==> src/rtl/core/i2cm_pkg.sv <==
package i2cm_pkg;

   localparam int TICK_BITS = 8;
   localparam logic [TICK_BITS-1:0] TICK_MAX = {TICK_BITS{1'b1}};
   localparam int CFG_BITS = 8;
   localparam int CSR_INDEX_BITS = 3;
   localparam int SPAN_W = (TICK_BITS > CFG_BITS) ? TICK_BITS : CFG_BITS;

   localparam logic [3:0] BITS_PER_BYTE = 4'd8;

   localparam logic [2:0] FUNC_START     = 3'd1;
   localparam logic [2:0] FUNC_STOP      = 3'd2;
   localparam logic [2:0] FUNC_WRITE     = 3'd3;
   localparam logic [2:0] FUNC_READ_ACK  = 3'd4;
   localparam logic [2:0] FUNC_READ_NACK = 3'd5;

   localparam logic [CSR_INDEX_BITS-1:0] CSR_LOW_TICKS        = 3'd0;
   localparam logic [CSR_INDEX_BITS-1:0] CSR_HIGH_TICKS       = 3'd1;
   localparam logic [CSR_INDEX_BITS-1:0] CSR_START_STOP_TICKS = 3'd2;
   localparam logic [CSR_INDEX_BITS-1:0] CSR_ACK_TIMEOUT      = 3'd3;
   localparam logic [CSR_INDEX_BITS-1:0] CSR_POLL_TICKS       = 3'd4;

   typedef enum logic [3:0] {
      PH_IDLE  = 4'd0,
      PH_STA1  = 4'd1,
      PH_STA2  = 4'd2,
      PH_STP1  = 4'd3,
      PH_STP2  = 4'd4,
      PH_WLO   = 4'd5,
      PH_WHI   = 4'd6,
      PH_AWAIT = 4'd7,
      PH_AHI   = 4'd8,
      PH_RLO   = 4'd9,
      PH_RHI   = 4'd10,
      PH_KLO   = 4'd11,
      PH_KHI   = 4'd12
   } phase_type;

   typedef struct packed {
      logic [2:0] func;
      logic [7:0] tx_byte;
      logic       sda_in;
   } req_type;

   typedef struct packed {
      logic       scl_out;
      logic       sda_out;
      logic       busy_res;
      logic       done_res;
      logic [7:0] rx_byte;
      logic       ack_ok;
   } rsp_type;

   typedef struct packed {
      logic [CFG_BITS-1:0] low_ticks;
      logic [CFG_BITS-1:0] high_ticks;
      logic [CFG_BITS-1:0] start_stop_ticks;
      logic [CFG_BITS-1:0] ack_timeout;
      logic [CFG_BITS-1:0] poll_ticks;
   } cfg_type;

   function automatic logic [TICK_BITS-1:0] span(input logic [CFG_BITS-1:0] v);
      logic [SPAN_W-1:0] ve;
      logic [TICK_BITS-1:0] r;
      ve = SPAN_W'(v);
      if (v == '0) begin
         r = TICK_BITS'(1);
      end else if (ve > SPAN_W'(TICK_MAX)) begin
         r = TICK_MAX;
      end else begin
         r = TICK_BITS'(ve);
      end
      return r;
   endfunction

endpackage

==> src/rtl/core/i2cm_csr.sv <==
module i2cm_csr import i2cm_pkg::*; (
   input  logic                      clock,
   input  logic                      reset,
   input  logic                      csr_wr_en,
   input  logic [CSR_INDEX_BITS-1:0] csr_index,
   input  logic [CFG_BITS-1:0]       csr_wdata,
   output cfg_type                   cfg
);

   cfg_type cfg_ff, cfg_in;

   always_comb begin
      cfg_in = cfg_ff;
      if (csr_wr_en) begin
         unique case (csr_index)
            CSR_LOW_TICKS:        cfg_in.low_ticks        = csr_wdata;
            CSR_HIGH_TICKS:       cfg_in.high_ticks       = csr_wdata;
            CSR_START_STOP_TICKS: cfg_in.start_stop_ticks = csr_wdata;
            CSR_ACK_TIMEOUT:      cfg_in.ack_timeout      = csr_wdata;
            CSR_POLL_TICKS:       cfg_in.poll_ticks       = csr_wdata;
            default: ;
         endcase
      end
   end

   always_ff @(posedge clock) begin
      if (reset) begin
         cfg_ff.low_ticks        <= 8'd5;
         cfg_ff.high_ticks       <= 8'd5;
         cfg_ff.start_stop_ticks <= 8'd10;
         cfg_ff.ack_timeout      <= 8'd200;
         cfg_ff.poll_ticks       <= 8'd2;
      end else begin
         cfg_ff <= cfg_in;
      end
   end

   assign cfg = cfg_ff;

endmodule

==> src/rtl/core/i2cm_seq.sv <==
module i2cm_seq import i2cm_pkg::*; (
   input  logic    clock,
   input  logic    reset,
   input  logic    acc,
   input  req_type req,
   input  cfg_type cfg,
   output rsp_type rsp
);

   typedef struct packed {
      logic scl;
      logic sda;
   } drive_type;

   function automatic drive_type enter_drive(input phase_type p, input logic msb,
                                             input logic nack, input drive_type cur);
      drive_type d;
      d = cur;
      case (p)
         PH_STA1:  begin d.scl = 1'b1; d.sda = 1'b1; end
         PH_STA2:  d.sda = 1'b0;
         PH_STP1:  begin d.scl = 1'b0; d.sda = 1'b0; end
         PH_STP2:  d.scl = 1'b1;
         PH_WLO:   begin d.scl = 1'b0; d.sda = msb; end
         PH_WHI:   d.scl = 1'b1;
         PH_AWAIT: begin d.scl = 1'b0; d.sda = 1'b1; end
         PH_AHI:   d.scl = 1'b1;
         PH_RLO:   begin d.scl = 1'b0; d.sda = 1'b1; end
         PH_RHI:   d.scl = 1'b1;
         PH_KLO:   begin d.scl = 1'b0; d.sda = nack; end
         PH_KHI:   d.scl = 1'b1;
         default: ;
      endcase
      return d;
   endfunction

   phase_type            phase_ff, phase_in, cmd_phase;
   logic [3:0]           bit_count_ff, bit_count_in, cmd_bc, bc_inc;
   logic [7:0]           shift_ff, shift_in, cmd_shift;
   logic [TICK_BITS-1:0] tick_ff, tick_in, cmd_tick, tick_inc;
   logic [7:0]           poll_ff, poll_in;
   drive_type            drive_ff, drive_in, cmd_drive;
   logic                 ack_ff, ack_in;
   logic [7:0]           rx_ff, rx_in;
   logic                 nack_ff, nack_in, cmd_nack;
   logic                 tos_ff, tos_in, cmd_tos;
   logic [CFG_BITS-1:0]  len;
   logic                 elapsed, byte_end, fin, done;

   // command decode while idle
   always_comb begin
      cmd_phase = phase_ff;
      cmd_bc    = bit_count_ff;
      cmd_shift = shift_ff;
      cmd_nack  = nack_ff;
      cmd_tos   = tos_ff;
      cmd_tick  = tick_ff;
      cmd_drive = drive_ff;
      if (phase_ff == PH_IDLE) begin
         unique case (req.func) inside
            FUNC_START: cmd_phase = PH_STA1;
            FUNC_STOP: begin
               cmd_tos   = 1'b0;
               cmd_phase = PH_STP1;
            end
            FUNC_WRITE: begin
               cmd_shift = req.tx_byte;
               cmd_bc    = 4'd0;
               cmd_phase = PH_WLO;
            end
            FUNC_READ_ACK, FUNC_READ_NACK: begin
               cmd_shift = 8'd0;
               cmd_bc    = 4'd0;
               cmd_nack  = (req.func == FUNC_READ_NACK);
               cmd_phase = PH_RLO;
            end
            default: ;
         endcase
         if (cmd_phase != PH_IDLE) begin
            cmd_tick  = '0;
            cmd_drive = enter_drive(cmd_phase, cmd_shift[7], cmd_nack, drive_ff);
         end
      end
   end

   always_comb begin
      case (cmd_phase) inside
         PH_STA1, PH_STA2, PH_STP1, PH_STP2: len = cfg.start_stop_ticks;
         PH_WHI, PH_AHI, PH_RHI, PH_KHI:     len = cfg.high_ticks;
         PH_AWAIT:                           len = cfg.poll_ticks;
         default:                            len = cfg.low_ticks;
      endcase
   end

   assign tick_inc = cmd_tick + TICK_BITS'(1);
   assign elapsed  = (tick_inc >= span(len));
   assign bc_inc   = cmd_bc + 4'd1;
   assign byte_end = (bc_inc >= BITS_PER_BYTE);

   // next phase
   always_comb begin
      phase_in = cmd_phase;
      fin      = 1'b0;
      unique case (cmd_phase)
         PH_IDLE: ;
         PH_STA1: if (elapsed) phase_in = PH_STA2;
         PH_STA2: if (elapsed) begin phase_in = PH_IDLE; fin = 1'b1; end
         PH_STP1: if (elapsed) phase_in = PH_STP2;
         PH_STP2: if (elapsed) begin phase_in = PH_IDLE; fin = 1'b1; end
         PH_WLO:  if (elapsed) phase_in = PH_WHI;
         PH_WHI:  if (elapsed) phase_in = byte_end ? PH_AWAIT : PH_WLO;
         PH_AWAIT: begin
            if (elapsed) begin
               if (!req.sda_in) begin
                  phase_in = PH_AHI;
               end else if (poll_ff >= cfg.ack_timeout) begin
                  phase_in = PH_STP1;
               end
            end
         end
         PH_AHI:  if (elapsed) begin phase_in = PH_IDLE; fin = 1'b1; end
         PH_RLO:  if (elapsed) phase_in = PH_RHI;
         PH_RHI:  if (elapsed) phase_in = byte_end ? PH_KLO : PH_RLO;
         PH_KLO:  if (elapsed) phase_in = PH_KHI;
         PH_KHI:  if (elapsed) begin phase_in = PH_IDLE; fin = 1'b1; end
         default: phase_in = PH_IDLE;
      endcase
   end

   // datapath and line drive
   always_comb begin
      bit_count_in = cmd_bc;
      shift_in     = cmd_shift;
      tick_in      = (cmd_phase == PH_IDLE) ? cmd_tick : tick_inc;
      poll_in      = poll_ff;
      drive_in     = cmd_drive;
      ack_in       = ack_ff;
      rx_in        = rx_ff;
      nack_in      = cmd_nack;
      tos_in       = cmd_tos;
      done         = 1'b0;
      unique case (cmd_phase)
         PH_STA2: if (elapsed) drive_in.scl = 1'b0;
         PH_STP2: begin
            if (elapsed) begin
               drive_in.sda = 1'b1;
               if (cmd_tos) begin
                  ack_in = 1'b0;
                  tos_in = 1'b0;
               end
            end
         end
         PH_WHI: begin
            if (elapsed) begin
               drive_in.scl = 1'b0;
               shift_in     = {cmd_shift[6:0], 1'b0};
               bit_count_in = bc_inc;
            end
         end
         PH_AWAIT: begin
            if (elapsed) begin
               tick_in = '0;
               if (req.sda_in) begin
                  if (poll_ff >= cfg.ack_timeout) begin
                     tos_in = 1'b1;
                  end else begin
                     poll_in = poll_ff + 8'd1;
                  end
               end
            end
         end
         PH_AHI: begin
            if (elapsed) begin
               drive_in.scl = 1'b0;
               ack_in       = 1'b1;
            end
         end
         PH_RHI: begin
            if (elapsed) begin
               shift_in     = {cmd_shift[6:0], req.sda_in};
               drive_in.scl = 1'b0;
               bit_count_in = bc_inc;
            end
         end
         PH_KHI: begin
            if (elapsed) begin
               drive_in.scl = 1'b0;
               rx_in        = cmd_shift;
            end
         end
         default: ;
      endcase
      if (fin) begin
         tick_in = '0;
         done    = 1'b1;
      end
      if ((phase_in != cmd_phase) && (phase_in != PH_IDLE)) begin
         tick_in  = '0;
         drive_in = enter_drive(phase_in, shift_in[7], cmd_nack, drive_in);
         if (phase_in == PH_AWAIT) begin
            poll_in = 8'd0;
         end
      end
   end

   always_ff @(posedge clock) begin
      if (reset) begin
         phase_ff     <= PH_IDLE;
         bit_count_ff <= 4'd0;
         shift_ff     <= 8'd0;
         tick_ff      <= '0;
         poll_ff      <= 8'd0;
         drive_ff     <= '{scl: 1'b1, sda: 1'b1};
         ack_ff       <= 1'b0;
         rx_ff        <= 8'd0;
         nack_ff      <= 1'b0;
         tos_ff       <= 1'b0;
      end else if (acc) begin
         phase_ff     <= phase_in;
         bit_count_ff <= bit_count_in;
         shift_ff     <= shift_in;
         tick_ff      <= tick_in;
         poll_ff      <= poll_in;
         drive_ff     <= drive_in;
         ack_ff       <= ack_in;
         rx_ff        <= rx_in;
         nack_ff      <= nack_in;
         tos_ff       <= tos_in;
      end
   end

   always_comb begin
      rsp.scl_out  = drive_in.scl;
      rsp.sda_out  = drive_in.sda;
      rsp.busy_res = (phase_in != PH_IDLE);
      rsp.done_res = done;
      rsp.rx_byte  = rx_in;
      rsp.ack_ok   = ack_in;
   end

endmodule

==> src/rtl/core/i2cm_out_buf.sv <==
module i2cm_out_buf import i2cm_pkg::*; (
   input  logic    clock,
   input  logic    reset,
   input  logic    push,
   input  rsp_type push_data,
   output logic    full,
   output logic    rsp_valid,
   input  logic    rsp_stall,
   output rsp_type rsp_data
);

   logic    main_v_ff, main_v_in, skid_v_ff, skid_v_in;
   rsp_type main_ff, main_in, skid_ff, skid_in;
   logic    take;

   assign take = main_v_ff & ~rsp_stall;

   always_comb begin
      main_v_in = main_v_ff;
      main_in   = main_ff;
      skid_v_in = skid_v_ff;
      skid_in   = skid_ff;
      if (!main_v_ff || take) begin
         if (skid_v_ff) begin
            main_in   = skid_ff;
            main_v_in = 1'b1;
            skid_v_in = push;
            skid_in   = push_data;
         end else begin
            main_in   = push_data;
            main_v_in = push;
         end
      end else if (push) begin
         skid_v_in = 1'b1;
         skid_in   = push_data;
      end
   end

   always_ff @(posedge clock) begin
      if (reset) begin
         main_v_ff <= 1'b0;
         skid_v_ff <= 1'b0;
      end else begin
         main_v_ff <= main_v_in;
         skid_v_ff <= skid_v_in;
      end
   end

   always_ff @(posedge clock) begin
      main_ff <= main_in;
      skid_ff <= skid_in;
   end

   assign full      = skid_v_ff;
   assign rsp_valid = main_v_ff;
   assign rsp_data  = main_ff;

endmodule

==> src/rtl/core/i2c_master_byte_engine.sv <==
// I2C master pin sequencer, one timing tick per req transaction. Each tick
// carries the sampled SDA level and, while idle, a command (start, stop,
// write byte, read byte with ACK or NACK); each tick returns one rsp
// transaction with the SCL and SDA drive, busy and done flags, the last
// received byte and the acknowledge status. The block takes one tick every
// clock while req_stall is low; results go to the rsp register, or to the
// skid stage while it is stalled. This two-entry buffer lets one tick in
// while a result waits, so req_stall rises only when two results wait. The
// user writes the csr phase lengths while idle; the block does not check.
module i2c_master_byte_engine import i2cm_pkg::*; (
   input  logic                      clock,
   input  logic                      reset,
   input  logic                      req_valid,
   output logic                      req_stall,
   input  req_type                   req_data,
   output logic                      rsp_valid,
   input  logic                      rsp_stall,
   output rsp_type                   rsp_data,
   input  logic                      csr_wr_en,
   input  logic [CSR_INDEX_BITS-1:0] csr_index,
   input  logic [CFG_BITS-1:0]       csr_wdata
);

   cfg_type cfg;
   rsp_type seq_rsp;
   logic    acc, full;

   assign req_stall = full;
   assign acc       = req_valid & ~full;

   i2cm_csr u_csr (
      .clock     (clock),
      .reset     (reset),
      .csr_wr_en (csr_wr_en),
      .csr_index (csr_index),
      .csr_wdata (csr_wdata),
      .cfg       (cfg)
   );

   i2cm_seq u_seq (
      .clock (clock),
      .reset (reset),
      .acc   (acc),
      .req   (req_data),
      .cfg   (cfg),
      .rsp   (seq_rsp)
   );

   i2cm_out_buf u_out_buf (
      .clock     (clock),
      .reset     (reset),
      .push      (acc),
      .push_data (seq_rsp),
      .full      (full),
      .rsp_valid (rsp_valid),
      .rsp_stall (rsp_stall),
      .rsp_data  (rsp_data)
   );

endmodule

==> config.mk <==
export PLATFORM = sky130hd
export DESIGN_NAME = i2c_master_byte_engine
export DESIGN_NICKNAME = d
export VERILOG_FILES = /design/src/rtl/core/i2cm_pkg.sv /design/src/rtl/core/i2cm_csr.sv /design/src/rtl/core/i2cm_seq.sv /design/src/rtl/core/i2cm_out_buf.sv /design/src/rtl/core/i2c_master_byte_engine.sv
export SDC_FILE = /design/constraint.sdc
export NUM_CORES = 1
export LEC_CHECK = 0
export CAP_MARGIN = 20
export CORE_UTILIZATION = 58
export CTS_CLUSTER_DIAMETER = 120
export CTS_CLUSTER_SIZE = 20
export DETAILED_ROUTE_END_ITERATION = 8
export DONT_BUFFER_PORTS = 1
export PLACE_DENSITY = 0.75
export SLEW_MARGIN = 20
export SYNTH_ARGS = -nofsm -noshare
export SYNTH_HDL_FRONTEND = slang
export SYNTH_SLANG_ARGS = --single-unit
==> constraint.sdc <==
create_clock -name clock -period 5.1 [get_ports clock]
set_input_delay 0.255 -clock clock [delete_from_list [all_inputs] [get_ports clock]]
set_output_delay 0.255 -clock clock [all_outputs]
set_load 0.02 [all_outputs]
==> results.txt <==
The flow ran to the end, and the final reports show no timing, DRC or antenna violations. The final-report setup violation count is 0, and the first-pass GRT wire length is 26,100 um. Setup slack closes at 359 ps. The routed layout has 5,449 vias. The sequential fraction of the synthesis area was 0.408; the total number of H-tree levels was 4.

The reported net switching power came out at 0.000996 W. For the part of the total power dissipated in the clock network, the log shows 0.369. After synthesis, the cell types taking the most area are dfxtp_1 28%, edfxtp_1 13%, nand2_1 9.1%. After technology mapping, the gate count stands at 739. Dividing total power by cell area gives a power density of 432 mW/mm^2.

The slowest stage of the critical path belongs to the cell or4_1. At the worst endpoint, the required time is 5360 ps. Counting every net in the synthesized netlist gives 786. The die covers 0.0111 mm^2. At the pin with the least slew margin, the transition time is 987 ps. The logs give 0 for the number of max-capacitance violations reported and 39.3 ps for the worst-case hold slack. The final layout contains routed wiring with a total length of 15,800 um. For the worst slew slack as a fraction of its limit, the log shows 0.340. Entering global routing, the biggest net connects 82 pins. The first TritonRoute pass finished after 5 iterations. Counting flops and latches in the post-synthesis netlist gives 113. The area inside the core boundary is 0.0103 mm^2. Overall track demand over capacity in global routing: 0.298. The switching share of total power came out at 0.329. Row generation in the floorplan step produced 37 rows.

Final max-slew violation count: 0. The clock slew at the register clock pins of the worst setup and hold paths was 50 ps; the total congestion overflow was 0. In the routed layout, each cell is associated on average with a via count of 6.12. The fraction of final layout cells with drive strength greater than 1 was 0.101.

In the final routed layout, each cell accounts on average for 17.8 um. Across the VDD grid, the largest voltage drop is 0.000224 V. For the final setup skew, the log shows 14.2 ps. The multi-input combinational cells in the finished layout cover a total of 0.00343 mm^2. The tools report the initial antenna violation count as 0. The share of Yosys cell area claimed by the top area cell type works out to 0.282. The highest fanout seen on the critical path works out to 5. The synthesized netlist contains 73 unique library cells. Port buffering added 0 buffers. In this run the static leakage power is 2.63 nW.

The die is 105 um wide. The async set-reset flop share out of synthesis was 0. 43 I/O pins were placed. The logs give 789 for the layout net count and 5010 ps for the signal arrival time at the worst endpoint. On the worst path, the slowest cell contributes a delay of 540 ps. Number of global-route vias before repair: 5,235.

The tools report the part of the total power dissipated in sequential elements as 0.343. Once detailed placement completed, the half-perimeter wirelength came to 10,900 um. After detailed routing, the number of remaining DRC violations is 0. Walking the worst path, the cells encountered are or4_1, nor3_1, nor2b_1, ha_1, nand3_1, xor2_1, nor2_1, ha_1, o211a_1, a211oi_2, or4_1, a211o_1, nand3b_1, o311a_1, a311o_1, mux2_2. Setup repair after global routing left no endpoint under its margin. The logs give 0 for the number of nets with antenna violations after detailed routing and 0.00252 mm^2 for the register area.

The design draws 0.00302 W. The count of final hold-check violations was 0. Among all flip-flop cells after synthesis, the most frequent one is dfxtp_1. Clock buffer count from CTS: 17. From synthesis to final layout, the design area changed by 13.3%.

Clock latency on the worst-skew pair, taken at its later pin, is 520 ps. The run gives 0 as the number of warnings issued by yosys. The sort of element at the start of the critical path was a flip-flop. Counting I/O delays and the setup requirement, the final critical path takes 4740 ps. For the worst setup timing slack at the placement stage, the log shows 278 ps. The y dimension of the die was 105 um.

The antenna cell count was 0. The worst setup path is captured at a flip-flop. The run gives 0.00618 mm^2 as the cell area after synthesis.

The clock passes through at most 2 buffers. Yosys mapped a number of flops with a built-in enable equal to 26. CTS placed an instance of clkbuf_8 at the clock tree root. The mean post-synth cell area is 8.36 um^2. The detailed router finished its first iteration with 507 violations. The critical path class was flip-flop to flip-flop. TritonCTS built the clock tree. After clock tree synthesis, the setup repair step added 0 buffers. The internal power of the cells totals 0.00203 W.

The combinational group share of total power is 0.288, and the final setup TNS is 0 ps. The highest achievable clock rate was 211 MHz. Routability-driven placement finished with a final weighted congestion of 0.976. The share of the clock period used by the worst path after layout came out at 0.930. The initial cell density of the core is 0.599, and the total of fill cells in the finished design is 811. Cell taking the most area after synthesis: dfxtp_1. The run gives 113 as the number of clock sinks seen by CTS.

For the utilization of the core after routing, the log shows 0.678. The min-delay analysis places its worst path in the category input port to flip-flop.
==> cells in the final DEF (no fill, tap or decap), types with 8 or more instances in the layout <==
cell           count
nand3b_1          11
nor3_1             8
a22oi_1           10
mux2_2            14
clkbuf_16         17
o21ai_1            9
nor2_1            51
o21ai_0           39
dlygate4sd3_1     10
mux2i_1           27
dfxtp_1           87
nand3_1           16
inv_1             15
a21oi_1           65
nand2_1          150
nor2b_1           11
buf_4             17
ha_1              19
o211ai_1          11
edfxtp_1          26
xor2_1            10
==> per-layer routing <==
metal / share of wire / vias up / wire, um / GRT usage
met5: 0 / - / 0 / 0
li1: - / 2648 / - / -
met1: 0.44 / 2564 / 6970 / 0.397
met2: 0.47 / 209 / 7400 / 0.474
met3: 0.072 / 28 / 1130 / 0.0637
met4: 0.019 / 0 / 305 / 0.118
==> cell families after synthesis <==
| family | synth area share |
|---|---|
| fa+ha+maj | 0.0385 |
| flops | 0.408 |
| simple gates | 0.218 |
| mux | 0.0692 |
| compound gates | 0.203 |
| xor+xnor | 0.0241 |
| buf+inv | 0.0391 |
==> state kept, by name (all words and copies together), names as in the netlist, 2 cells and up <==
signal and count:
u_seq.bit_count_ff 4, u_seq.drive_ff 2, u_csr.cfg 40, u_seq.shift_ff 8, u_seq.rx_ff 8, u_out_buf.rsp_data 13
u_seq.poll_ff 8, u_out_buf.skid_ff 13, u_seq.tick_ff 8, u_seq.phase_ff 4
==> worst max-delay path, delay by kind of cell (launching register included) <==
family / cells / cell delay (ps)
and+or+nand+nor: 7 / 1960
AOI/OAI and AO/OA: 5 / 1190
adders and majority gates: 2 / 560
DFF: 1 / 300
muxes: 1 / 270
xor gates and xnor gates: 1 / 200
==> power groups by stage <==
stage | Combinational [W] | Clock, W | Sequential (W)
3_5_place_dp | 0.000821 | 0 | 0.00106
4_1_cts | 0.000848 | 0.00113 | 0.00104
6_report | 0.000870 | 0.00112 | 0.00104
5_1_grt | 0.000948 | 0.00117 | 0.00104
2_1_floorplan | 0.000625 | 0 | 0.00105
3_3_place_gp | 0.000809 | 0 | 0.00105
==> Yosys cell counts (5+ instances only) <==
library cell and count:
a211oi_1 7, a21oi_1 65, a22oi_1 10, and2_1 6, buf_1 5, clkbuf_1 36
dfxtp_1 87, edfxtp_1 26, ha_1 19, inv_1 15, mux2_2 14, mux2i_1 27
nand2_1 150, nand2b_1 5, nand3_1 16, nand3b_1 11, nand4_1 5, nor2_1 51
nor2b_1 11, nor3_1 9, o211ai_1 11, o21ai_0 40, o21ai_1 8, or3_1 7
xnor2_1 7, xor2_1 10
==> per-stage QoR <==
step	cell area [um^2]	instances
2_1_floorplan	6180	739
5_1_grt	7000	890
3_3_place_gp	6290	847
4_1_cts	6980	889
6_report	7000	890
3_5_place_dp	6290	847
==> final timing paths <==
path              depth (start not counted)                           start  slack, ps                               end
hold / removal                            3                    req_data[10]         40        u_seq.nack_ff$_SDFFE_PP0P_
setup reg to reg                         16  u_seq.phase_ff[3]$_SDFFE_PP0P_        360  u_out_buf.rsp_data[11]$_DFFE_PN_
setup / recovery                         16  u_seq.phase_ff[3]$_SDFFE_PP0P_        360  u_out_buf.rsp_data[11]$_DFFE_PN_
hold reg to reg                           2  u_seq.shift_ff[3]$_SDFFE_PP0P_        450    u_seq.shift_ff[3]$_SDFFE_PP0P_
==> cell type report <==
| type | count | share of cell area |
|---|---|---|
| Clock buffer | 22 | 0.0692 |
| Timing Repair Buffer | 28 | 0.0365 |
| Multi-Input combinational cell | 566 | 0.490 |
| Clock inverter | 9 | 0.0116 |
| Inverter | 16 | 0.00858 |
| Sequential cell | 113 | 0.360 |
| Tap cell | 136 | 0.0243 |
==> what timing repair did <==
action | in CTS | in global routing
gates resized for setup | 0 | 2
endpoints found under the hold margin | 79 | 0
endpoints found under the setup margin | 0 | 9
hold buffers | 11 | 0
No activity file was read; power rests on OpenSTA's default activity.
